<file path="src/design/sqt_pkg.sv">
`timescale 1ns / 1ps
// ----------------------------------------------------------------------------
// sqt_pkg
// Shared types and constants of the shell-style command line tokenizer.
// ----------------------------------------------------------------------------
package sqt_pkg;

  // Character codes
  localparam logic [7:0] CH_SPACE  = 8'h20;
  localparam logic [7:0] CH_TAB    = 8'h09;
  localparam logic [7:0] CH_NL     = 8'h0A;
  localparam logic [7:0] CH_SQUOTE = 8'h27;
  localparam logic [7:0] CH_DQUOTE = 8'h22;
  localparam logic [7:0] CH_BSLASH = 8'h5C;

  // Result queue
  localparam int unsigned FIFO_DEPTH = 4;
  localparam int unsigned FIFO_PW    = 2;   // pointer width
  localparam int unsigned FIFO_CW    = 3;   // count width, holds FIFO_DEPTH

  typedef enum logic [2:0] {
    ST_OK         = 3'd0,
    ST_BAD_QUOTE  = 3'd1,
    ST_UNCLOSED   = 3'd2,
    ST_UNUSED_ESC = 3'd3,
    ST_TOO_LONG   = 3'd4,
    ST_TOO_MANY   = 3'd5
  } status_e;

  // Parser flags
  typedef struct packed {
    logic inside_token;
    logic inside_quote;
    logic quote_is_double;
    logic escape_pending;
    logic backslash_held;
  } flags_t;

  // One result item, out_char in the low bits
  typedef struct packed {
    logic          last;
    logic          line_done;
    status_e       status;
    logic [3:0]    token_number;
    logic          token_end;
    logic          has_char;
    logic [7:0]    out_char;
  } res_t;

endpackage

</file>
<file path="src/design/sqt_step.sv">
`timescale 1ns / 1ps
// ----------------------------------------------------------------------------
// sqt_step
// Next-state and result logic for one character or end-of-line request.
// ----------------------------------------------------------------------------
module sqt_step #(
  parameter int unsigned MAX_TOKENS    = 16,
  parameter int unsigned MAX_TOKEN_LEN = 64,
  parameter int unsigned TW            = $clog2(MAX_TOKENS + 1),
  parameter int unsigned CW            = $clog2(MAX_TOKEN_LEN)
) (
  input  logic [7:0]      in_char_i,
  input  logic            eol_i,
  input  sqt_pkg::flags_t flags_i,
  input  logic [TW-1:0]   tokens_i,
  input  logic [CW-1:0]   chars_i,
  output sqt_pkg::flags_t flags_o,
  output logic [TW-1:0]   tokens_o,
  output logic [CW-1:0]   chars_o,
  output sqt_pkg::res_t   res0_o,
  output sqt_pkg::res_t   res1_o,
  output logic [1:0]      res_cnt_o
);

  localparam int unsigned TNW = (TW > 4) ? TW : 4;
  localparam logic [CW-1:0] LEN_LIM = CW'(MAX_TOKEN_LEN - 1);
  localparam logic [TW-1:0] TOK_LIM = TW'(MAX_TOKENS);

  function automatic sqt_pkg::res_t mk(input logic [7:0] ch, input logic has,
                                       input logic tend, input sqt_pkg::status_e st,
                                       input logic done, input logic [3:0] tn);
    sqt_pkg::res_t r;
    r.out_char     = ch;
    r.has_char     = has;
    r.token_end    = tend;
    r.token_number = tn;
    r.status       = st;
    r.line_done    = done;
    r.last         = 1'b0;
    return r;
  endfunction

  logic [TNW-1:0] tok_ext;
  logic [3:0]     tn;

  assign tok_ext = TNW'(tokens_i);
  assign tn      = tok_ext[3:0];

  always_comb begin
    sqt_pkg::flags_t f;
    sqt_pkg::res_t   res [2];
    logic [TW-1:0]   nt;
    logic [CW-1:0]   nn;
    logic [1:0]      cnt;
    logic            is_ws;
    logic            is_quote;
    logic            held_match;
    logic            do_add;
    logic            do_finish;
    logic            do_bad;

    f          = flags_i;
    nt         = tokens_i;
    nn         = chars_i;
    cnt        = 2'd0;
    res[0]     = '0;
    res[1]     = '0;
    do_add     = 1'b0;
    do_finish  = 1'b0;
    do_bad     = 1'b0;
    is_ws      = (in_char_i == sqt_pkg::CH_SPACE) || (in_char_i == sqt_pkg::CH_TAB) ||
                 (in_char_i == sqt_pkg::CH_NL);
    is_quote   = (in_char_i == sqt_pkg::CH_SQUOTE) || (in_char_i == sqt_pkg::CH_DQUOTE);
    held_match = ((in_char_i == sqt_pkg::CH_DQUOTE) && flags_i.quote_is_double) ||
                 ((in_char_i == sqt_pkg::CH_SQUOTE) && !flags_i.quote_is_double);

    if (eol_i) begin
      if (f.backslash_held) begin
        if (nn < LEN_LIM) begin
          res[cnt[0]] = mk(sqt_pkg::CH_BSLASH, 1'b1, 1'b0, sqt_pkg::ST_OK, 1'b0, tn);
        end else begin
          res[cnt[0]] = mk(8'h00, 1'b0, 1'b0, sqt_pkg::ST_TOO_LONG, 1'b0, tn);
        end
        cnt = cnt + 2'd1;
      end else if (f.escape_pending) begin
        res[cnt[0]] = mk(8'h00, 1'b0, 1'b0, sqt_pkg::ST_UNUSED_ESC, 1'b0, tn);
        cnt = cnt + 2'd1;
      end
      if (f.inside_quote) begin
        res[cnt[0]] = mk(8'h00, 1'b0, 1'b0, sqt_pkg::ST_UNCLOSED, 1'b1, tn);
      end else if (f.inside_token) begin
        if (nt < TOK_LIM) begin
          res[cnt[0]] = mk(8'h00, 1'b0, 1'b1, sqt_pkg::ST_OK, 1'b1, tn);
        end else begin
          res[cnt[0]] = mk(8'h00, 1'b0, 1'b0, sqt_pkg::ST_TOO_MANY, 1'b1, tn);
        end
      end else begin
        res[cnt[0]] = mk(8'h00, 1'b0, 1'b0, sqt_pkg::ST_OK, 1'b1, tn);
      end
      cnt = cnt + 2'd1;
      // line flushed
      f  = '0;
      nt = '0;
      nn = '0;
    end else begin
      // held backslash inside quotes: literal quote or literal backslash
      if (f.backslash_held) begin
        f.backslash_held = 1'b0;
        if (nn < LEN_LIM) begin
          res[cnt[0]] = mk(held_match ? in_char_i : sqt_pkg::CH_BSLASH, 1'b1, 1'b0,
                           sqt_pkg::ST_OK, 1'b0, tn);
          nn = nn + 1'b1;
        end else begin
          res[cnt[0]] = mk(8'h00, 1'b0, 1'b0, sqt_pkg::ST_TOO_LONG, 1'b0, tn);
        end
        cnt = cnt + 2'd1;
      end

      if (!(flags_i.backslash_held && held_match)) begin
        if (f.escape_pending) begin
          f.escape_pending = 1'b0;
          f.inside_token   = 1'b1;
          do_add           = 1'b1;
        end else if (is_ws) begin
          if (f.inside_token) begin
            if (f.inside_quote) do_add = 1'b1;
            else                do_finish = 1'b1;
          end
        end else if (is_quote) begin
          if (!f.inside_token) begin
            f.inside_token    = 1'b1;
            f.inside_quote    = 1'b1;
            f.quote_is_double = (in_char_i == sqt_pkg::CH_DQUOTE);
          end else if (f.inside_quote) begin
            if ((in_char_i == sqt_pkg::CH_DQUOTE) == f.quote_is_double) begin
              f.inside_quote = 1'b0;
              do_finish      = 1'b1;
            end else begin
              do_add = 1'b1;
            end
          end else begin
            do_bad = 1'b1;
          end
        end else if (in_char_i == sqt_pkg::CH_BSLASH) begin
          if (f.inside_quote) f.backslash_held = 1'b1;
          else                f.escape_pending = 1'b1;
        end else begin
          f.inside_token = 1'b1;
          do_add         = 1'b1;
        end
      end

      if (do_add) begin
        if (nn < LEN_LIM) begin
          res[cnt[0]] = mk(in_char_i, 1'b1, 1'b0, sqt_pkg::ST_OK, 1'b0, tn);
          nn = nn + 1'b1;
        end else begin
          res[cnt[0]] = mk(8'h00, 1'b0, 1'b0, sqt_pkg::ST_TOO_LONG, 1'b0, tn);
        end
        cnt = cnt + 2'd1;
      end else if (do_finish) begin
        if (nt < TOK_LIM) begin
          res[cnt[0]] = mk(8'h00, 1'b0, 1'b1, sqt_pkg::ST_OK, 1'b0, tn);
          nt = nt + 1'b1;
        end else begin
          res[cnt[0]] = mk(8'h00, 1'b0, 1'b0, sqt_pkg::ST_TOO_MANY, 1'b0, tn);
        end
        cnt            = cnt + 2'd1;
        f.inside_token = 1'b0;
        nn             = '0;
      end else if (do_bad) begin
        res[cnt[0]] = mk(8'h00, 1'b0, 1'b0, sqt_pkg::ST_BAD_QUOTE, 1'b0, tn);
        cnt = cnt + 2'd1;
      end
    end

    res[0].last = (cnt == 2'd1);
    res[1].last = (cnt == 2'd2);

    flags_o   = f;
    tokens_o  = nt;
    chars_o   = nn;
    res0_o    = res[0];
    res1_o    = res[1];
    res_cnt_o = cnt;
  end

endmodule

</file>
<file path="src/design/sqt_res_fifo.sv">
`timescale 1ns / 1ps
// ----------------------------------------------------------------------------
// sqt_res_fifo
// Result queue: up to two writes per cycle, one read per cycle.
// ----------------------------------------------------------------------------
module sqt_res_fifo (
  input  logic                          clk_i,
  input  logic                          rst_ni,
  input  logic [1:0]                    push_cnt_i,
  input  sqt_pkg::res_t                 push0_i,
  input  sqt_pkg::res_t                 push1_i,
  output logic                          room2_o,
  output logic                          valid_o,
  input  logic                          pop_i,
  output sqt_pkg::res_t                 data_o,
  output logic [sqt_pkg::FIFO_CW-1:0]   count_o
);

  sqt_pkg::res_t                 mem [sqt_pkg::FIFO_DEPTH];
  logic [sqt_pkg::FIFO_PW-1:0]   wptr_q, wptr_d, rptr_q, rptr_d;
  logic [sqt_pkg::FIFO_CW-1:0]   count_q, count_d;
  logic                          do_pop;

  assign valid_o = (count_q != '0);
  assign room2_o = (count_q <= sqt_pkg::FIFO_CW'(sqt_pkg::FIFO_DEPTH - 2));
  assign do_pop  = pop_i && valid_o;
  assign data_o  = mem[rptr_q];
  assign count_o = count_q;

  always_comb begin
    wptr_d  = wptr_q + sqt_pkg::FIFO_PW'(push_cnt_i);
    rptr_d  = rptr_q + sqt_pkg::FIFO_PW'(do_pop);
    count_d = count_q + sqt_pkg::FIFO_CW'(push_cnt_i) - sqt_pkg::FIFO_CW'(do_pop);
  end

  always_ff @(posedge clk_i or negedge rst_ni) begin
    if (!rst_ni) begin
      wptr_q  <= '0;
      rptr_q  <= '0;
      count_q <= '0;
    end else begin
      wptr_q  <= wptr_d;
      rptr_q  <= rptr_d;
      count_q <= count_d;
    end
  end

  always_ff @(posedge clk_i) begin
    if (push_cnt_i != 2'd0) begin
      mem[wptr_q] <= push0_i;
    end
    if (push_cnt_i == 2'd2) begin
      mem[wptr_q + 1'b1] <= push1_i;
    end
  end

endmodule

</file>
<file path="src/design/shell_quote_tokenizer_top.sv">
`timescale 1ns / 1ps
// ----------------------------------------------------------------------------
// shell_quote_tokenizer_top
// Shell-style command line tokenizer: splits a byte stream into tokens.
// ----------------------------------------------------------------------------
// Usage:
//   Slave stream carries one command line byte per request in s_axis_tdata;
//   s_axis_tlast high marks an end-of-line request (data byte ignored), which
//   closes any open token and returns the parser to its idle state.
//   Master stream carries result items: token characters, token-end marks,
//   error codes and the line-done mark. m_axis_tlast flags the last result
//   caused by one input request; a request may cause no result at all.
// Results: the results of an accepted request are registered in the result
//   queue and leave it from its head in order.
// Throughput: one request per cycle while each request gives at most one
//   result and m_axis_tready stays high; results leave one at a time, and the
//   rate is set by the single read port of the four-entry result queue.
// Reset: clears the parser flags, the token and character counters and the
//   result queue; s_axis_tready is high while the queue is empty, so requests
//   are taken as soon as reset is released.
// Stall: while the receiver holds m_axis_tready low, results wait in the
//   queue; s_axis_tready drops once fewer than two free entries remain.
// ----------------------------------------------------------------------------
module shell_quote_tokenizer_top #(
  parameter int unsigned MAX_TOKENS    = 16,
  parameter int unsigned MAX_TOKEN_LEN = 64
) (
  input  logic        clk_i,
  input  logic        rst_ni,
  // Slave stream
  input  logic        s_axis_tvalid,
  output logic        s_axis_tready,
  input  logic [7:0]  s_axis_tdata,   // [7:0] in_char
  input  logic        s_axis_tlast,   // end_of_line
  // Master stream
  output logic        m_axis_tvalid,
  input  logic        m_axis_tready,
  output logic [23:0] m_axis_tdata,   // [7:0] out_char, [8] has_char, [9] token_end,
                                      // [13:10] token_number, [16:14] status,
                                      // [17] line_done, [23:18] zero
  output logic        m_axis_tlast    // last
);

  localparam int unsigned TW = $clog2(MAX_TOKENS + 1);
  localparam int unsigned CW = $clog2(MAX_TOKEN_LEN);

  // Parser state
  sqt_pkg::flags_t flags_q, flags_d;
  logic [TW-1:0]   tokens_q, tokens_d;
  logic [CW-1:0]   chars_q, chars_d;

  sqt_pkg::res_t   res0, res1, head;
  logic [1:0]      res_cnt;
  logic            in_acc;
  logic            room2;
  logic [sqt_pkg::FIFO_CW-1:0] fifo_count;

  assign s_axis_tready = room2;
  assign in_acc        = s_axis_tvalid && room2;

  sqt_step #(
    .MAX_TOKENS    (MAX_TOKENS),
    .MAX_TOKEN_LEN (MAX_TOKEN_LEN),
    .TW            (TW),
    .CW            (CW)
  ) u_step (
    .in_char_i (s_axis_tdata),
    .eol_i     (s_axis_tlast),
    .flags_i   (flags_q),
    .tokens_i  (tokens_q),
    .chars_i   (chars_q),
    .flags_o   (flags_d),
    .tokens_o  (tokens_d),
    .chars_o   (chars_d),
    .res0_o    (res0),
    .res1_o    (res1),
    .res_cnt_o (res_cnt)
  );

  // State advances only on an accepted request
  always_ff @(posedge clk_i or negedge rst_ni) begin
    if (!rst_ni) begin
      flags_q  <= '0;
      tokens_q <= '0;
      chars_q  <= '0;
    end else if (in_acc) begin
      flags_q  <= flags_d;
      tokens_q <= tokens_d;
      chars_q  <= chars_d;
    end
  end

  // Results of an accepted request enter the queue together
  sqt_res_fifo u_fifo (
    .clk_i      (clk_i),
    .rst_ni     (rst_ni),
    .push_cnt_i (in_acc ? res_cnt : 2'd0),
    .push0_i    (res0),
    .push1_i    (res1),
    .room2_o    (room2),
    .valid_o    (m_axis_tvalid),
    .pop_i      (m_axis_tready),
    .data_o     (head),
    .count_o    (fifo_count)
  );

  assign m_axis_tdata = {6'b0, head.line_done, head.status, head.token_number,
                         head.token_end, head.has_char, head.out_char};
  assign m_axis_tlast = head.last;

`ifndef SYNTH
  a_fifo_bound: assert property (@(posedge clk_i) disable iff (!rst_ni)
    fifo_count <= sqt_pkg::FIFO_CW'(sqt_pkg::FIFO_DEPTH))
    else $error("result queue overflow");

  a_chars_bound: assert property (@(posedge clk_i) disable iff (!rst_ni)
    chars_q <= CW'(MAX_TOKEN_LEN - 1))
    else $error("token character count beyond limit");

  a_tokens_bound: assert property (@(posedge clk_i) disable iff (!rst_ni)
    tokens_q <= TW'(MAX_TOKENS))
    else $error("token count beyond limit");

  a_quote_in_token: assert property (@(posedge clk_i) disable iff (!rst_ni)
    flags_q.inside_quote |-> flags_q.inside_token)
    else $error("open quote outside a token");

  a_eol_flush: assert property (@(posedge clk_i) disable iff (!rst_ni)
    (in_acc && s_axis_tlast) |=> (flags_q == '0 && tokens_q == '0 && chars_q == '0))
    else $error("state not flushed after end of line");
`endif

endmodule
</file>
<file path="config.mk">
export PLATFORM = sky130hd
export DESIGN_NAME = shell_quote_tokenizer_top
export DESIGN_NICKNAME = d
export VERILOG_FILES = /design/src/design/sqt_pkg.sv /design/src/design/sqt_step.sv /design/src/design/sqt_res_fifo.sv /design/src/design/shell_quote_tokenizer_top.sv
export SDC_FILE = /design/constraint.sdc
export NUM_CORES = 1
export LEC_CHECK = 0
export ABC_AREA = 1
export BUFFER_PORTS_ARGS = -buffer_cell sky130_fd_sc_hd__buf_4
export CAP_MARGIN = 40
export CELL_PAD_IN_SITES_DETAIL_PLACEMENT = 0
export CELL_PAD_IN_SITES_GLOBAL_PLACEMENT = 2
export CORE_ASPECT_RATIO = 1.2
export CORE_MARGIN = 2
export CORE_UTILIZATION = 40
export DETAILED_ROUTE_END_ITERATION = 10
export PLACE_DENSITY_LB_ADDON = 0.08
export SLEW_MARGIN = 30
export SYNTH_ARGS = -nofsm -noshare
export SYNTH_HDL_FRONTEND = slang
export SYNTH_SLANG_ARGS = --single-unit
</file>
<file path="constraint.sdc">
create_clock -name clk_i -period 7.52 [get_ports clk_i]
set_clock_uncertainty 0.2 [all_clocks]
set_input_delay 0.752 -clock clk_i [delete_from_list [all_inputs] [get_ports clk_i]]
set_output_delay 0.752 -clock clk_i [all_outputs]
set_load 0.005 [all_outputs]
</file>
==> results.py <==
metrics = {
    "routing": {
        "drt.antenna.violating_nets": 0,
        "drc": 0,
        "vias": 4845,
        "first_pass_iters": 5,
        "viasPerCell": 5.14,
        "wire_per_inst_um": 17.0,
        "first_iter_violations": 309,
        "wirelength_um": 16000,
    },
    "sta": {
        "final-hold-violation-count": 0,
        "period_share_pct": 46.9,
        "slew_headroom_pct": 50.1,
        "grt_setup_unrepaired": "no",
        "worstMarginPinSlew_ns": 0.749,
        "final_max_slew_viol_count": 0,
        "fin_crit_ns": 3.53,
        "max_freq_mhz": 284,
        "tns_ns": 0,
        "fin_ws_ns": 3.99,
        "setup_viol": 0,
    },
    "outcome": {
        "status": "finished clean",
    },
    "cts": {
        "clkTransAtPathRegs_ns": 0.07,
        "cts_tree": "built",
        "clock_latency_ns": 0.35,
        "root_buffer": "clkbuf_16",
        "clkSinkCount": 99,
        "hold_buffers": 0,
        "htree_levels": 3,
        "clockBufferDepth": 2,
        "cts_buffers": 9,
        "post_cts_resized": 0,
        "cts_setup_buffers": 0,
    },
    "die": {
        "rows": 49,
        "num_io_pins": 40,
        "fp.dieH_um": 139,
        "die_w_um": 116,
        "fp.dieArea_mm2": 0.0161,
        "start_util_pct": 40.5,
        "core_mm2": 0.0149,
    },
    "cells_and_area": {
        "diodes": 0,
        "final_core_utilization_pct": 45.3,
        "mostFrequentLayoutCells": "149 x nand2_1, 86 x nor2_1, 81 x o21ai_0, 76 x edfxtp_1, 55 x inv_1",
        "nets": 755,
        "drive_gt1_share_pct": 15.3,
        "fillers": 1480,
        "final_common_cell": "nand2_1",
        "regArea_mm2": 0.00286,
        "syn_to_final_growth_pct": 11.8,
        "multi_input_area_mm2": 0.00275,
    },
    "global_routing": {
        "track_usage_pct": 20.6,
        "grt_pass1_wl_um": 25400,
        "overflow": 0,
        "antenna_found_initial": 0,
        "grt_max_degree": 41,
        "grt_pass1_vias": 4631,
    },
    "placed_design": {
        "place_ws_ns": 3.60,
        "gp_congestion": 0.880,
        "portBuffers": 33,
        "dp_hpwl_um": 11700,
    },
    "yosys": {
        "ys_types": 47,
        "ys_seq_elements": 99,
        "synth_area_leaders": "edfxtp_1 38%, dfrtp_1 9.5%, nand2_1 9.3%",
        "synth_edf_count": 76,
        "synth_top_area_share_pct": 37.8,
        "yosysSeqAreaShare_pct": 47.4,
        "syn_area_mm2": 0.00603,
        "yosysWarningCount": 0,
        "async_flop_share_pct": 23.2,
        "syn_area_per_cell_um2": 8.47,
        "yosysTopAreaCell": "edfxtp_1",
        "postSynthCellCount": 712,
        "synthFlopType": "edfxtp_1",
    },
    "critical_path": {
        "cp-start-kind": "input pin",
        "worst-path-max-fanout": 5,
        "worstReg2RegEnd": "u_fifo.mem[2][3]$_DFFE_PP_",
        "crit_required_ns": 7.56,
        "r2r_slack_ns": 4.12,
        "critPathCaptureType": "flop",
        "path_class": "input pin to flop",
        "rr_worst_depth": 14,
        "cp_data_arrival_time_ns": 3.57,
        "timing.rr.start": "chars_q[1]$_DFFE_PN0P_",
    },
    "power": {
        "power_density_mw_per_mm2": 306,
        "max-vdd-ir-drop_mv": 0.113,
        "p_leak_nw": 2.78,
    },
    "min_path": {
        "hp-class": "input pin to asynchronous set/reset pin",
    },
    "flow_run": {
        "max_cap_viol_count": 0,
    },
}
==> through the flow <==
stage          total power [mW]  hold WS (ns)  std cells  cell area, um^2
3_5_place_dp               1.60         0.334        922             6410
3_3_place_gp               1.57         0.327        919             6360
2_1_floorplan              1.28         0.256        717             6050
4_1_cts                    2.07        0.0899        938             6710
6_report                   2.06        0.0903        942             6750
5_1_grt                    2.21         0.103        942             6750
==> cell usage after synthesis (2+ instances only) <==
library cell  count
nor2_1           87
nand4_1          41
nor3_1            8
xor2_1            4
nand3_2           2
nor2_2            3
nand2_2          17
nand3_4           6
buf_6             3
inv_2             9
inv_1            56
buf_4             7
buf_2             6
nor2_4            2
xnor2_1           4
dfrtp_1          23
a21oi_2           2
o21ai_1           5
ha_1              8
a21oi_1          10
nor2_8            2
clkbuf_1         19
nand3_1          28
edfxtp_1         76
o22ai_1          23
nand2_4           7
nor3b_1           2
o21ai_0          81
o211ai_1          3
o32ai_1           2
nand2_1         150
==> logic make-up after synthesis <==
family                     Yosys count  synth area share, %
other                                1               0.0622
buffers and inverters              103                 7.53
AOI/OAI and AO/OA                  135                 12.6
and+or+nand+nor                    356                 29.1
xor gates and xnor gates             9                 1.43
DFF                                 99                 47.4
adders and majority gates            9                 1.99
==> sequential cells by signal (all words and copies together) (netlist names) <==
name	flops
u_fifo.rptr_q	2
u_fifo.mem	76
tokens_q	5
u_fifo.wptr_q	2
u_fifo.count_o	3
flags_q	5
chars_q	6
==> critical path, cell delays in order <==
cell,delay (ns)
buf_4,0.13
inv_1,0.08
nand2_1,0.08
nor3_1,0.38
nor2_1,0.13
nand2_2,0.14
nand2_4,0.08
a21oi_1,0.24
nand2_1,0.08
nand3_1,0.08
inv_1,0.10
nor2_1,0.21
inv_1,0.07
ha_1,0.27
inv_1,0.04
ha_1,0.18
fa_1,0.38
xnor2_1,0.13
==> power by group <==
part / total, mW / leakage [nW] / internal, mW / switching [mW]
clock network: 0.471 / 0.149 / 0.262 / 0.209
registers: 0.795 / 0.993 / 0.720 / 0.0743
logic: 0.796 / 1.64 / 0.302 / 0.494
==> area by class of cell <==
type | count | area share [%]
sequential | 99 | 42.4
inverter | 66 | 3.67
clock inverter | 6 | 1.08
timing repair buffer | 42 | 5.01
clock buffer | 10 | 3.39
multi-input combinational | 515 | 40.7
tap | 204 | 3.78
==> metal layers <==
| layer | GRT usage [%] | share of wire (%) | up-vias |
|---|---|---|---|
| met4 | 6.08 | 1.6 | 0 |
| met5 | 0 | 0 | - |
| met2 | 33.7 | 49 | 136 |
| li1 | - | - | 2472 |
| met3 | 2.93 | 4.3 | 18 |
| met1 | 28.4 | 45 | 2219 |
==> worst max-delay path by stage <==
| stage | from | to | slack, ns | depth (start not counted) |
|---|---|---|---|---|
| after global routing | s_axis_tdata[0] | u_fifo.count_o[2]$_DFF_PN0_ | 3.79 | 22 |
| after CTS | flags_q[0]$_DFFE_PN0P_ | u_fifo.count_o[2]$_DFF_PN0_ | 3.69 | 12 |
| final | s_axis_tdata[0] | u_fifo.count_o[2]$_DFF_PN0_ | 3.99 | 18 |
| after global placement | s_axis_tdata[0] | u_fifo.mem[1][5]$_DFFE_PP_ | 3.60 | 13 |
| after floorplan | s_axis_tdata[4] | u_fifo.count_o[2]$_DFF_PN0_ | 4.18 | 21 |
| after detailed placement | s_axis_tdata[0] | u_fifo.count_o[2]$_DFF_PN0_ | 3.60 | 22 |
Power figures use the tool's default switching activity.
